**src/murmur2_hash32_defines.svh**
```systemverilog
// assertion macros for the hash block
`ifndef MURMUR2_HASH32_DEFINES_SVH
`define MURMUR2_HASH32_DEFINES_SVH

// same-cycle implication
`define M2H_ASSERT_NOW(label, ante, cons, msg) \
   label: assert property (@(posedge clock) disable iff (reset) (ante) |-> (cons)) \
      else $error(msg);

// next-cycle implication
`define M2H_ASSERT_NEXT(label, ante, cons, msg) \
   label: assert property (@(posedge clock) disable iff (reset) (ante) |=> (cons)) \
      else $error(msg);

`endif

```
**src/m2h_pkg.sv**
```systemverilog
package m2h_pkg;

   localparam logic [31:0] MIX_MUL     = 32'h5bd1e995;
   localparam int unsigned MIX_SHIFT   = 24;
   localparam int unsigned FIN_SHIFT_A = 13;
   localparam int unsigned FIN_SHIFT_B = 15;

   // controller to datapath commands
   typedef struct packed {
      logic step_a;    // load/mix first half of a beat
      logic use_seed;  // start of message: base is seed ^ length
      logic step_b;    // second half of a full-word mix
      logic fin;       // finalize into the output register
   } dp_cmd_type;

   function automatic logic [31:0] tail_mask(input logic [1:0] nb);
      logic [31:0] m;
      case (nb)
         2'd1:    m = 32'h0000_00ff;
         2'd2:    m = 32'h0000_ffff;
         2'd3:    m = 32'h00ff_ffff;
         default: m = 32'h0000_0000;
      endcase
      return m;
   endfunction

endpackage

```
**src/m2h_intf.sv**
```systemverilog
interface m2h_req_if;
   logic        valid;
   logic        ready;
   logic        first;
   logic        last;
   logic [31:0] seed;
   logic [31:0] total_length;
   logic [31:0] data_word;
   logic [2:0]  word_bytes;

   modport source (output valid, first, last, seed, total_length, data_word, word_bytes,
                   input ready);
   modport sink   (input valid, first, last, seed, total_length, data_word, word_bytes,
                   output ready);
endinterface

interface m2h_rsp_if;
   logic        valid;
   logic        ready;
   logic [31:0] hash;

   modport source (output valid, hash, input ready);
   modport sink   (input valid, hash, output ready);
endinterface

```
**src/m2h_datapath.sv**
```systemverilog
module m2h_datapath (
   input  logic                clock,
   input  m2h_pkg::dp_cmd_type cmd,
   input  logic [31:0]         seed,
   input  logic [31:0]         total_length,
   input  logic [31:0]         data_word,
   input  logic [2:0]          word_bytes,
   output logic [31:0]         hash
);

   logic [31:0] acc_ff, acc_in;
   logic [31:0] key_ff, key_in;
   logic [31:0] hash_ff, hash_in;

   logic [31:0] base;
   logic [31:0] mul_a_src, mul_a;
   logic [31:0] mul_c_src, mul_c;
   logic        full;
   logic        empty;

   assign full  = word_bytes[2];
   assign empty = (word_bytes == 3'd0);
   assign base  = cmd.use_seed ? (seed ^ total_length) : acc_ff;

   // accumulator multiply, with tail bytes folded in first
   assign mul_a_src = full ? base : (base ^ (data_word & m2h_pkg::tail_mask(word_bytes[1:0])));
   assign mul_a     = mul_a_src * m2h_pkg::MIX_MUL;

   // shared by the second key multiply and finalization
   assign mul_c_src = cmd.fin ? (acc_ff ^ (acc_ff >> m2h_pkg::FIN_SHIFT_A))
                              : (key_ff ^ (key_ff >> m2h_pkg::MIX_SHIFT));
   assign mul_c     = mul_c_src * m2h_pkg::MIX_MUL;

   always_comb begin
      acc_in  = acc_ff;
      key_in  = key_ff;
      hash_in = hash_ff;
      if (cmd.step_a) begin
         acc_in = empty ? base : mul_a;
         key_in = data_word * m2h_pkg::MIX_MUL;
      end
      if (cmd.step_b) begin
         acc_in = acc_ff ^ mul_c;
      end
      if (cmd.fin) begin
         hash_in = mul_c ^ (mul_c >> m2h_pkg::FIN_SHIFT_B);
      end
   end

   always_ff @(posedge clock) begin
      acc_ff  <= acc_in;
      key_ff  <= key_in;
      hash_ff <= hash_in;
   end

   assign hash = hash_ff;

endmodule

```
**src/m2h_ctrl.sv**
```systemverilog
`include "murmur2_hash32_defines.svh"

module m2h_ctrl (
   input  logic                clock,
   input  logic                reset,
   input  logic                req_valid,
   input  logic                req_first,
   input  logic                req_last,
   input  logic                req_full,
   output logic                req_ready,
   input  logic                rsp_ready,
   output logic                rsp_valid,
   output m2h_pkg::dp_cmd_type cmd
);

   typedef enum logic [1:0] {
      S_IDLE,
      S_MIX,
      S_FIN
   } state_type;

   state_type state_ff, state_in;
   logic      open_ff, open_in;
   logic      last_ff, last_in;
   logic      rsp_valid_ff, rsp_valid_in;

   logic accept;
   logic take;
   logic slot_free;

   assign req_ready = (state_ff == S_IDLE);
   assign accept    = req_valid && req_ready;
   // words outside a message are dropped
   assign take      = accept && (req_first || open_ff);
   assign slot_free = !rsp_valid_ff || rsp_ready;

   assign cmd.step_a   = take;
   assign cmd.use_seed = req_first;
   assign cmd.step_b   = (state_ff == S_MIX);
   assign cmd.fin      = (state_ff == S_FIN) && slot_free;

   always_comb begin
      state_in     = state_ff;
      open_in      = open_ff;
      last_in      = last_ff;
      rsp_valid_in = rsp_valid_ff && !rsp_ready;
      case (state_ff)
         S_IDLE: begin
            if (take) begin
               open_in = 1'b1;
               last_in = req_last;
               if (req_full) begin
                  state_in = S_MIX;
               end else if (req_last) begin
                  state_in = S_FIN;
               end
            end
         end
         S_MIX: begin
            state_in = last_ff ? S_FIN : S_IDLE;
         end
         S_FIN: begin
            if (slot_free) begin
               state_in     = S_IDLE;
               open_in      = 1'b0;
               rsp_valid_in = 1'b1;
            end
         end
         default: begin
            state_in = S_IDLE;
         end
      endcase
   end

   always_ff @(posedge clock) begin
      if (reset) begin
         state_ff     <= S_IDLE;
         open_ff      <= 1'b0;
         last_ff      <= 1'b0;
         rsp_valid_ff <= 1'b0;
      end else begin
         state_ff     <= state_in;
         open_ff      <= open_in;
         last_ff      <= last_in;
         rsp_valid_ff <= rsp_valid_in;
      end
   end

   assign rsp_valid = rsp_valid_ff;

   `M2H_ASSERT_NEXT(a_full_word_mixes, take && req_full, state_ff == S_MIX, "full word skipped mix")
   `M2H_ASSERT_NEXT(a_fin_emits, cmd.fin, rsp_valid_ff && !open_ff && state_ff == S_IDLE, "finalize lost")
   `M2H_ASSERT_NEXT(a_stray_ignored, accept && !req_first && !open_ff, state_ff == S_IDLE && !open_ff, "stray beat used")
   `M2H_ASSERT_NOW(a_mix_in_message, state_ff == S_MIX || state_ff == S_FIN, open_ff, "busy outside message")

endmodule

```
**src/murmur2_hash32.sv**
```systemverilog
// 32-bit MurmurHash2 over a message sent as little-endian 32-bit word beats. A beat with first
// set opens a message (seed ^ total_length); a beat with word_bytes of 4 or more is taken and
// then mixed in the S_MIX state, a beat with 0 to 3 bytes is folded in as it is taken, and a
// beat with last set then passes S_FIN to finalize, after which the hash sits in the output
// register (S_FIN waits while an earlier hash is still unread). S_MIX is there for the chained
// key multiplies; the second key multiply shares one multiplier with finalization. Beats without
// first outside a message are dropped. total_length is not checked against the bytes sent.
module murmur2_hash32 (
   input logic       clock,
   input logic       reset,
   m2h_req_if.sink   req,
   m2h_rsp_if.source rsp
);

   m2h_pkg::dp_cmd_type cmd;
   logic                ready_w;
   logic                valid_w;
   logic [31:0]         hash_w;

   m2h_ctrl u_ctrl (
      .clock     (clock),
      .reset     (reset),
      .req_valid (req.valid),
      .req_first (req.first),
      .req_last  (req.last),
      .req_full  (req.word_bytes[2]),
      .req_ready (ready_w),
      .rsp_ready (rsp.ready),
      .rsp_valid (valid_w),
      .cmd       (cmd)
   );

   m2h_datapath u_datapath (
      .clock        (clock),
      .cmd          (cmd),
      .seed         (req.seed),
      .total_length (req.total_length),
      .data_word    (req.data_word),
      .word_bytes   (req.word_bytes),
      .hash         (hash_w)
   );

   assign req.ready = ready_w;
   assign rsp.valid = valid_w;
   assign rsp.hash  = hash_w;

endmodule
```
**src/flat_wrapper.sv**
```systemverilog
// flat-port wrapper written by rule: the top's interface ports become plain ports
module murmur2_hash32_flat 
  (clock, reset, req_valid, req_first, req_last, req_seed, req_total_length, req_data_word, req_word_bytes, req_ready, rsp_valid, rsp_hash, rsp_ready);
  m2h_req_if req_i ();
  m2h_rsp_if rsp_i ();
  input logic clock;
  input logic reset;
  input wire logic [$bits(req_i.valid)-1:0] req_valid;
  input wire logic [$bits(req_i.first)-1:0] req_first;
  input wire logic [$bits(req_i.last)-1:0] req_last;
  input wire logic [$bits(req_i.seed)-1:0] req_seed;
  input wire logic [$bits(req_i.total_length)-1:0] req_total_length;
  input wire logic [$bits(req_i.data_word)-1:0] req_data_word;
  input wire logic [$bits(req_i.word_bytes)-1:0] req_word_bytes;
  output wire logic [$bits(req_i.ready)-1:0] req_ready;
  output wire logic [$bits(rsp_i.valid)-1:0] rsp_valid;
  output wire logic [$bits(rsp_i.hash)-1:0] rsp_hash;
  input wire logic [$bits(rsp_i.ready)-1:0] rsp_ready;
  assign req_i.valid = req_valid;
  assign req_i.first = req_first;
  assign req_i.last = req_last;
  assign req_i.seed = req_seed;
  assign req_i.total_length = req_total_length;
  assign req_i.data_word = req_data_word;
  assign req_i.word_bytes = req_word_bytes;
  assign req_ready = req_i.ready;
  assign rsp_valid = rsp_i.valid;
  assign rsp_hash = rsp_i.hash;
  assign rsp_i.ready = rsp_ready;
  murmur2_hash32 u_core (.clock(clock), .reset(reset), .req(req_i), .rsp(rsp_i));
endmodule
```
**config.mk**
```make
export PLATFORM = sky130hd
export DESIGN_NAME = murmur2_hash32_flat
export DESIGN_NICKNAME = d
export VERILOG_FILES = /design/src/m2h_pkg.sv /design/src/m2h_intf.sv /design/src/m2h_datapath.sv /design/src/m2h_ctrl.sv /design/src/murmur2_hash32.sv /design/src/flat_wrapper.sv
export VERILOG_INCLUDE_DIRS = /design/src /design/src/src
export SDC_FILE = /design/constraint.sdc
export NUM_CORES = 2
export LEC_CHECK = 0
export BUFFER_PORTS_ARGS = -buffer_cell sky130_fd_sc_hd__buf_2
export CAP_MARGIN = 40
export CORE_MARGIN = 5
export CORE_UTILIZATION = 35
export CTS_BUF_LIST = sky130_fd_sc_hd__clkbuf_8
export DETAILED_ROUTE_END_ITERATION = 8
export PLACE_DENSITY = 0.5
export SLEW_MARGIN = 20
export SYNTH_ARGS = -nofsm -noshare
export SYNTH_HDL_FRONTEND = slang
export SYNTH_SLANG_ARGS = --single-unit
```
**constraint.sdc**
```tcl
create_clock -name clock -period 10.14 [get_ports clock]
set_clock_uncertainty 0.05 [all_clocks]
set_input_delay 2.028 -clock clock [delete_from_list [all_inputs] [get_ports clock]]
set_output_delay 2.028 -clock clock [all_outputs]
set_load 0.005 [all_outputs]
```
---- After elaboration in Yosys (flattened, before gate mapping) ----
Index checks and enable logic that the tools add are counted.
word-level totals
  output and inout port bits .............. 34
  register bits after elaboration ......... 101
  word-level logic and storage cells ...... 58
  bits of input ports ..................... 105
operators by class
  multiplexer cells ....................... 18
  reduce and logical (&&, ||, !) cells .... 15
  bitwise logic cells ..................... 7
  multipliers ............................. 3
  equality and inequality tests ........... 8
operator list
  operator                  number
  $mux W32                  6
  $mul A32 B31 Y32 const B  3
  $xor A32 B32 Y32          3
  $pmux W24 S3              1
  $and A32 B32 Y32          1
  $xor A32 B17 Y32          1
  $xor A32 B19 Y32          1
  $xor A32 B8 Y32           1
  $mux W2                   5
  $eq A2 B2 Y1 const B      3
  $pmux W2 S3               1
  $reduce_and A3 Y1         2
  $eq A2 B1 Y1 const B      2
  $logic_and A1 B1 Y1       4
  $mux W1                   4
  $reduce_bool A2 Y1        2
  $logic_not A3 Y1          1
  $ne A3 B3 Y1 const B      1
  $logic_not A1 Y1          2
  $logic_not A2 Y1          1
  $logic_or A1 B1 Y1        2
  $ne A2 B1 Y1 const B      1
  $ne A2 B2 Y1 const B      1
  $pmux W1 S2               1
  $reduce_and A2 Y1         1

---- Depth between registers and ports, before layout ----
  depth in word-level cells ............... 9
  gate-level depth with buffers ........... 36
  gate-level depth less buffers ........... 31

---- Cells and area by module ----
Synthesis repeated with hierarchy kept, for this count alone.
second synthesis, totals
  cell total of the unflattened synthesis .. 3261
  area, all modules ....................... 32004.4 µm²
modules (own cells, without submodules)
  module        cells an instance  sequential area each (µm²)  instances  area each (µm²)
  m2h_datapath  3235               2882.8                      1          31759.2
  m2h_ctrl      26                 100.1                       1          245.2

---- Least setup slack after synthesis ----
OpenSTA, ideal clock, no wires.
  kind .................................... input port to flip-flop
  start ................................... input rsp_ready
  end ..................................... register u_core.u_datapath.acc_ff[31], data pin
  arrival ................................. 9.646 ns
  buffers on the path ..................... 5
  path slack .............................. 0.174 ns
  library setup time ...................... 0.270 ns
  required time ........................... 9.820 ns
  stages on the path ...................... 31
  cell sequence ........................... nand2b_1 > nand2b_1 > buf_6 > buf_6 > clkbuf_1 > clkbuf_1 > o21ai_0 > fa_1 > ha_1 > inv_1 > fa_1 > inv_1 > fa_1 > inv_1 > fa_1 > inv_1 > fa_1 > fa_1 > inv_1 > fa_1 > inv_1 > ha_1 > clkbuf_1 > and3_1 > nand3_1 > o311ai_1 > o211ai_1 > o21ai_0 > xor2_2 > xnor2_1 > a21oi_1
on the way
  cells in the longest elaborated chain, start to end .. 6
ends and longest elaborated chain
  item                              line                text
  start: declaration                flat_wrapper.sv:18  input wire logic [$bits(rsp_i.ready)-1:0] rsp_ready;
  $logic_or A1 B1 Y1                m2h_ctrl.sv:35      assign slot_free = !rsp_valid_ff || rsp_ready;
  $logic_and A1 B1 Y1               m2h_ctrl.sv:40      assign cmd.fin = (state_ff == S_FIN) && slot_free;
  $mux W32                          m2h_datapath.sv:30  assign mul_c_src = cmd.fin ? (acc_ff ^ (acc_ff >> m2h_pkg::FIN_SHIFT_A))
  $mul A32 B31 Y32                  m2h_datapath.sv:32  assign mul_c = mul_c_src * m2h_pkg::MIX_MUL;
  via u_core.u_datapath.mul_c[31]   m2h_datapath.sv:17  logic [31:0] mul_c_src, mul_c;
  $xor A32 B32 Y32                  m2h_datapath.sv:43  acc_in = acc_ff ^ mul_c;
  $mux W32                          m2h_datapath.sv:42  if (cmd.step_b) begin
  via u_core.u_datapath.acc_in[31]  m2h_datapath.sv:11  logic [31:0] acc_ff, acc_in;
  end signal: assignment            m2h_datapath.sv:51  acc_ff <= acc_in;
  end: declaration                  m2h_datapath.sv:11
The timed path passes the listed nets, and every way through them passes these cells.
A chain may end at the register's enable or synchronous reset.

---- Worst setup path after layout ----
  start ................................... input rsp_ready
  end ..................................... register u_core.u_datapath.acc_ff[24], data pin
Same word-level chain as after synthesis.

==> results.json <==
{
  "clk_latency_ns": 0.42,
  "die_area_um2": 97500,
  "ys_ff_latch": 101,
  "finalSetupTns_ns": 0,
  "gp_congestion": 0.903,
  "start_util_pct": 35.4,
  "port_buffers": 138,
  "grt_use_met3_pct": 2.45,
  "rows": 110,
  "syn_area_per_cell_um2": 9.78,
  "fin_nets": 4806,
  "rsz0062_at_grt": "no",
  "cts_max_level": 3,
  "finalHoldViolations": 0,
  "worstMarginPinSlew_ns": 0.877,
  "synth_nets": 4550,
  "drtIter0Drc": 1261,
  "maxCapViolations": 0,
  "antenna_left": 0,
  "first_pass_iters": 5,
  "ctsHoldBuffers": 0,
  "hold_start": "u_core.u_ctrl.last_ff",
  "reg2reg_from": "u_core.u_ctrl.state_ff[1]",
  "drive_above_1_share_pct": 9.04,
  "ios": 139,
  "finalSetupViolCount": 0,
  "cts_buffer_depth": 2,
  "track_usage_pct": 20.1,
  "post-route-drc-count": 0,
  "synth_cell_types": 61,
  "met2_usage_pct": 32.5,
  "vias_per_cell": 4.73,
  "cpLargestDelayFamily": "adder cells",
  "die_w_um": 312,
  "cts_root_buf": "clkbuf_8",
  "synth_warnings": 0,
  "cts.sinks": 101,
  "cts_tree": "built",
  "synthCells": 3269,
  "met1_usage_pct": 30.0,
  "timing.hold.ws_ns": 0.420,
  "syn_area_um2": 32000,
  "crit_fanout": 21,
  "outcome": "finished clean",
  "synthArstFlopShare_pct": 0,
  "grt.busiest_layer": "met2",
  "slew_headroom_pct": 41.1,
  "ys_seq_area_share_pct": 9.33,
  "fin_crit_sh_pct": 93.6,
  "vias": 22200,
  "hp-class": "flop to flop",
  "critPathArrivalTime_ns": 9.59,
  "path_buf_inv": 8,
  "cts_setup_buffers": 0,
  "period_needed_ns": 9.49,
  "num-fill-cells": 9184,
  "grt_max_degree": 55,
  "clkSlewWorstSetupHoldPaths_ns": 0.12,
  "cts_made_buffers": 9,
  "grt_pass1_wl_um": 149000,
  "crit_path_start": "rsp_ready",
  "routedWlPerCell_um": 20.6,
  "cp-end-kind": "flop",
  "dp_hpwl_um": 86900,
  "syn2layout_area_growth_pct": 10.3,
  "cts_resized": 0,
  "start_kind": "input port",
  "antenna_found_initial": 6,
  "critPathSlowestCell": "fa_1",
  "die_h_um": 312,
  "cpPeakStageDelay_ns": 0.49,
  "grt_pass1_vias": 24200,
  "wl_um": 97000,
  "drv_slew": 0,
  "critPathRequiredTime_ns": 10.24,
  "synth_edf_count": 96,
  "synthFlopType": "edfxtp_1",
  "criticalPathCategory": "input port to flop",
  "grt_overflow": 0,
  "max_clock_freq_mhz": 105,
  "coreArea_um2": 90400
}
[cell families after synthesis]
group | after synthesis | share of synthesized area [%]
xor gates and xnor gates | 317 | 8.88
AOI/OAI and AO/OA | 323 | 6.29
DFF | 101 | 9.33
buffers and inverters | 1034 | 12.2
adders and majority gates | 1176 | 58.5
and+or+nand+nor | 306 | 4.35
muxes | 12 | 0.434
[layout by cell type (no fill, tap or decap), types with 3 or more instances in the layout]
| cell type | netlist | routed |
|---|---|---|
| nor3b_1 | 3 | 3 |
| a2111oi_0 | 4 | 4 |
| o31ai_1 | 7 | 7 |
| a31oi_1 | 5 | 5 |
| and3_1 | 9 | 9 |
| nand2b_1 | 13 | 12 |
| buf_4 | 0 | 133 |
| a211oi_1 | 30 | 30 |
| xnor2_1 | 222 | 221 |
| nor4_1 | 3 | 3 |
| xor2_1 | 89 | 89 |
| ha_1 | 643 | 643 |
| or2_2 | 12 | 12 |
| nor2_1 | 82 | 82 |
| o21ai_1 | 3 | 13 |
| xnor2_2 | 2 | 3 |
| or3_1 | 7 | 7 |
| inv_1 | 1004 | 1005 |
| o21bai_1 | 8 | 8 |
| buf_2 | 4 | 141 |
| o211ai_1 | 8 | 8 |
| a21oi_1 | 109 | 109 |
| a21o_1 | 27 | 27 |
| nor2b_1 | 10 | 9 |
| nand3_1 | 8 | 8 |
| nor3_1 | 21 | 20 |
| dfxtp_1 | 5 | 5 |
| o21a_1 | 17 | 17 |
| mux2_2 | 3 | 3 |
| o2111ai_1 | 4 | 4 |
| a21boi_0 | 4 | 4 |
| clkbuf_8 | 0 | 9 |
| nand2_1 | 117 | 117 |
| edfxtp_1 | 96 | 96 |
| and2_1 | 18 | 18 |
| fa_1 | 533 | 533 |
| mux2i_1 | 6 | 6 |
| xnor3_1 | 3 | 3 |
| o21ai_0 | 75 | 65 |
[registers in the layout (all words and copies together), names as in the netlist]
signal,count
u_core.u_datapath.key_ff,32
u_core.u_ctrl.last_ff,1
u_core.u_ctrl.open_ff,1
u_core.u_ctrl.rsp_valid,1
u_core.u_datapath.acc_ff,32
u_core.u_ctrl.state_ff,2
u_core.u_datapath.hash,32
[stage by stage]
stage	setup WS (ns)	instances	cell area [um^2]	utilization, %
final	0.646	4708	35300	39.0
after global routing	0.233	4707	35300	39.0
after CTS	0.644	4706	35300	39.0
after detailed placement	0.165	4690	35100	38.8
after global placement	-0.00453	4686	35000	38.8
after floorplan	0.174	3269	32000	-
[routing by layer]
layer | vias to the layer above | wire (um)
met5 | - | 34
met4 | 4 | 1020
met1 | 11100 | 46600
li1 | 10600 | -
met3 | 54 | 5470
met2 | 523 | 43800
[worst min-delay path: cells and delay by family (launching register included)]
kind | cells | cell delay [ns]
AND/OR/NAND/NOR | 1 | 0.05
flip-flops | 1 | 0.33
AO/OA/AOI/OAI | 1 | 0.05
[cells in the mapped netlist, drive strengths merged, types with 4 or more instances]
cell     count  area [um^2]
a2111oi      5         50.0
a211oi      31          238
a21boi       4         30.0
a21o        27          203
a21oi      109          546
a31oi        5         31.3
and2        18          113
and3         9         56.3
buf          7         46.3
clkbuf      23         86.3
dfxtp        5          100
edfxtp      96         2880
fa         533        10700
ha         643         8050
inv       1004         3770
mux2         5         56.3
mux2i        7         82.6
nand2      117          439
nand2b      13         81.3
nand3        8         40.0
nor2        82          308
nor2b       10         62.6
nor3        21          105
o2111ai      4         35.0
o211ai       8         60.1
o21a        17          128
o21ai       78          390
o21bai       8         60.1
o31ai        7         52.6
or2         12         75.1
or3          7         43.8
xnor2      224         1980
xor2        90          796
[path summary, 6_finish.rpt]
check / to / slack, ns / cells after the start
max reg2reg: u_core.u_datapath.acc_ff[24] / 1.82 / 28
min: u_core.u_ctrl.last_ff / 0.42 / 2
min reg2reg: u_core.u_ctrl.last_ff / 0.42 / 2
max: u_core.u_datapath.acc_ff[24] / 0.65 / 29
[final cells by class]
class / instances / area, um^2 / area share [%]
sequential: 101 / 2980 / 8.46
clock buffer: 9 / 124 / 0.351
clock inverter: 7 / 80.1 / 0.227
tap: 1176 / 1470 / 4.17
multi-input combinational: 2134 / 25100 / 71.2
inverter: 1004 / 3770 / 10.7
timing repair buffer: 275 / 1720 / 4.89
antenna: 2 / 5.00 / 0.0142
Power is not shown: default switching activity piles up to over one toggle a cycle in this logic, so the estimate is an artifact.
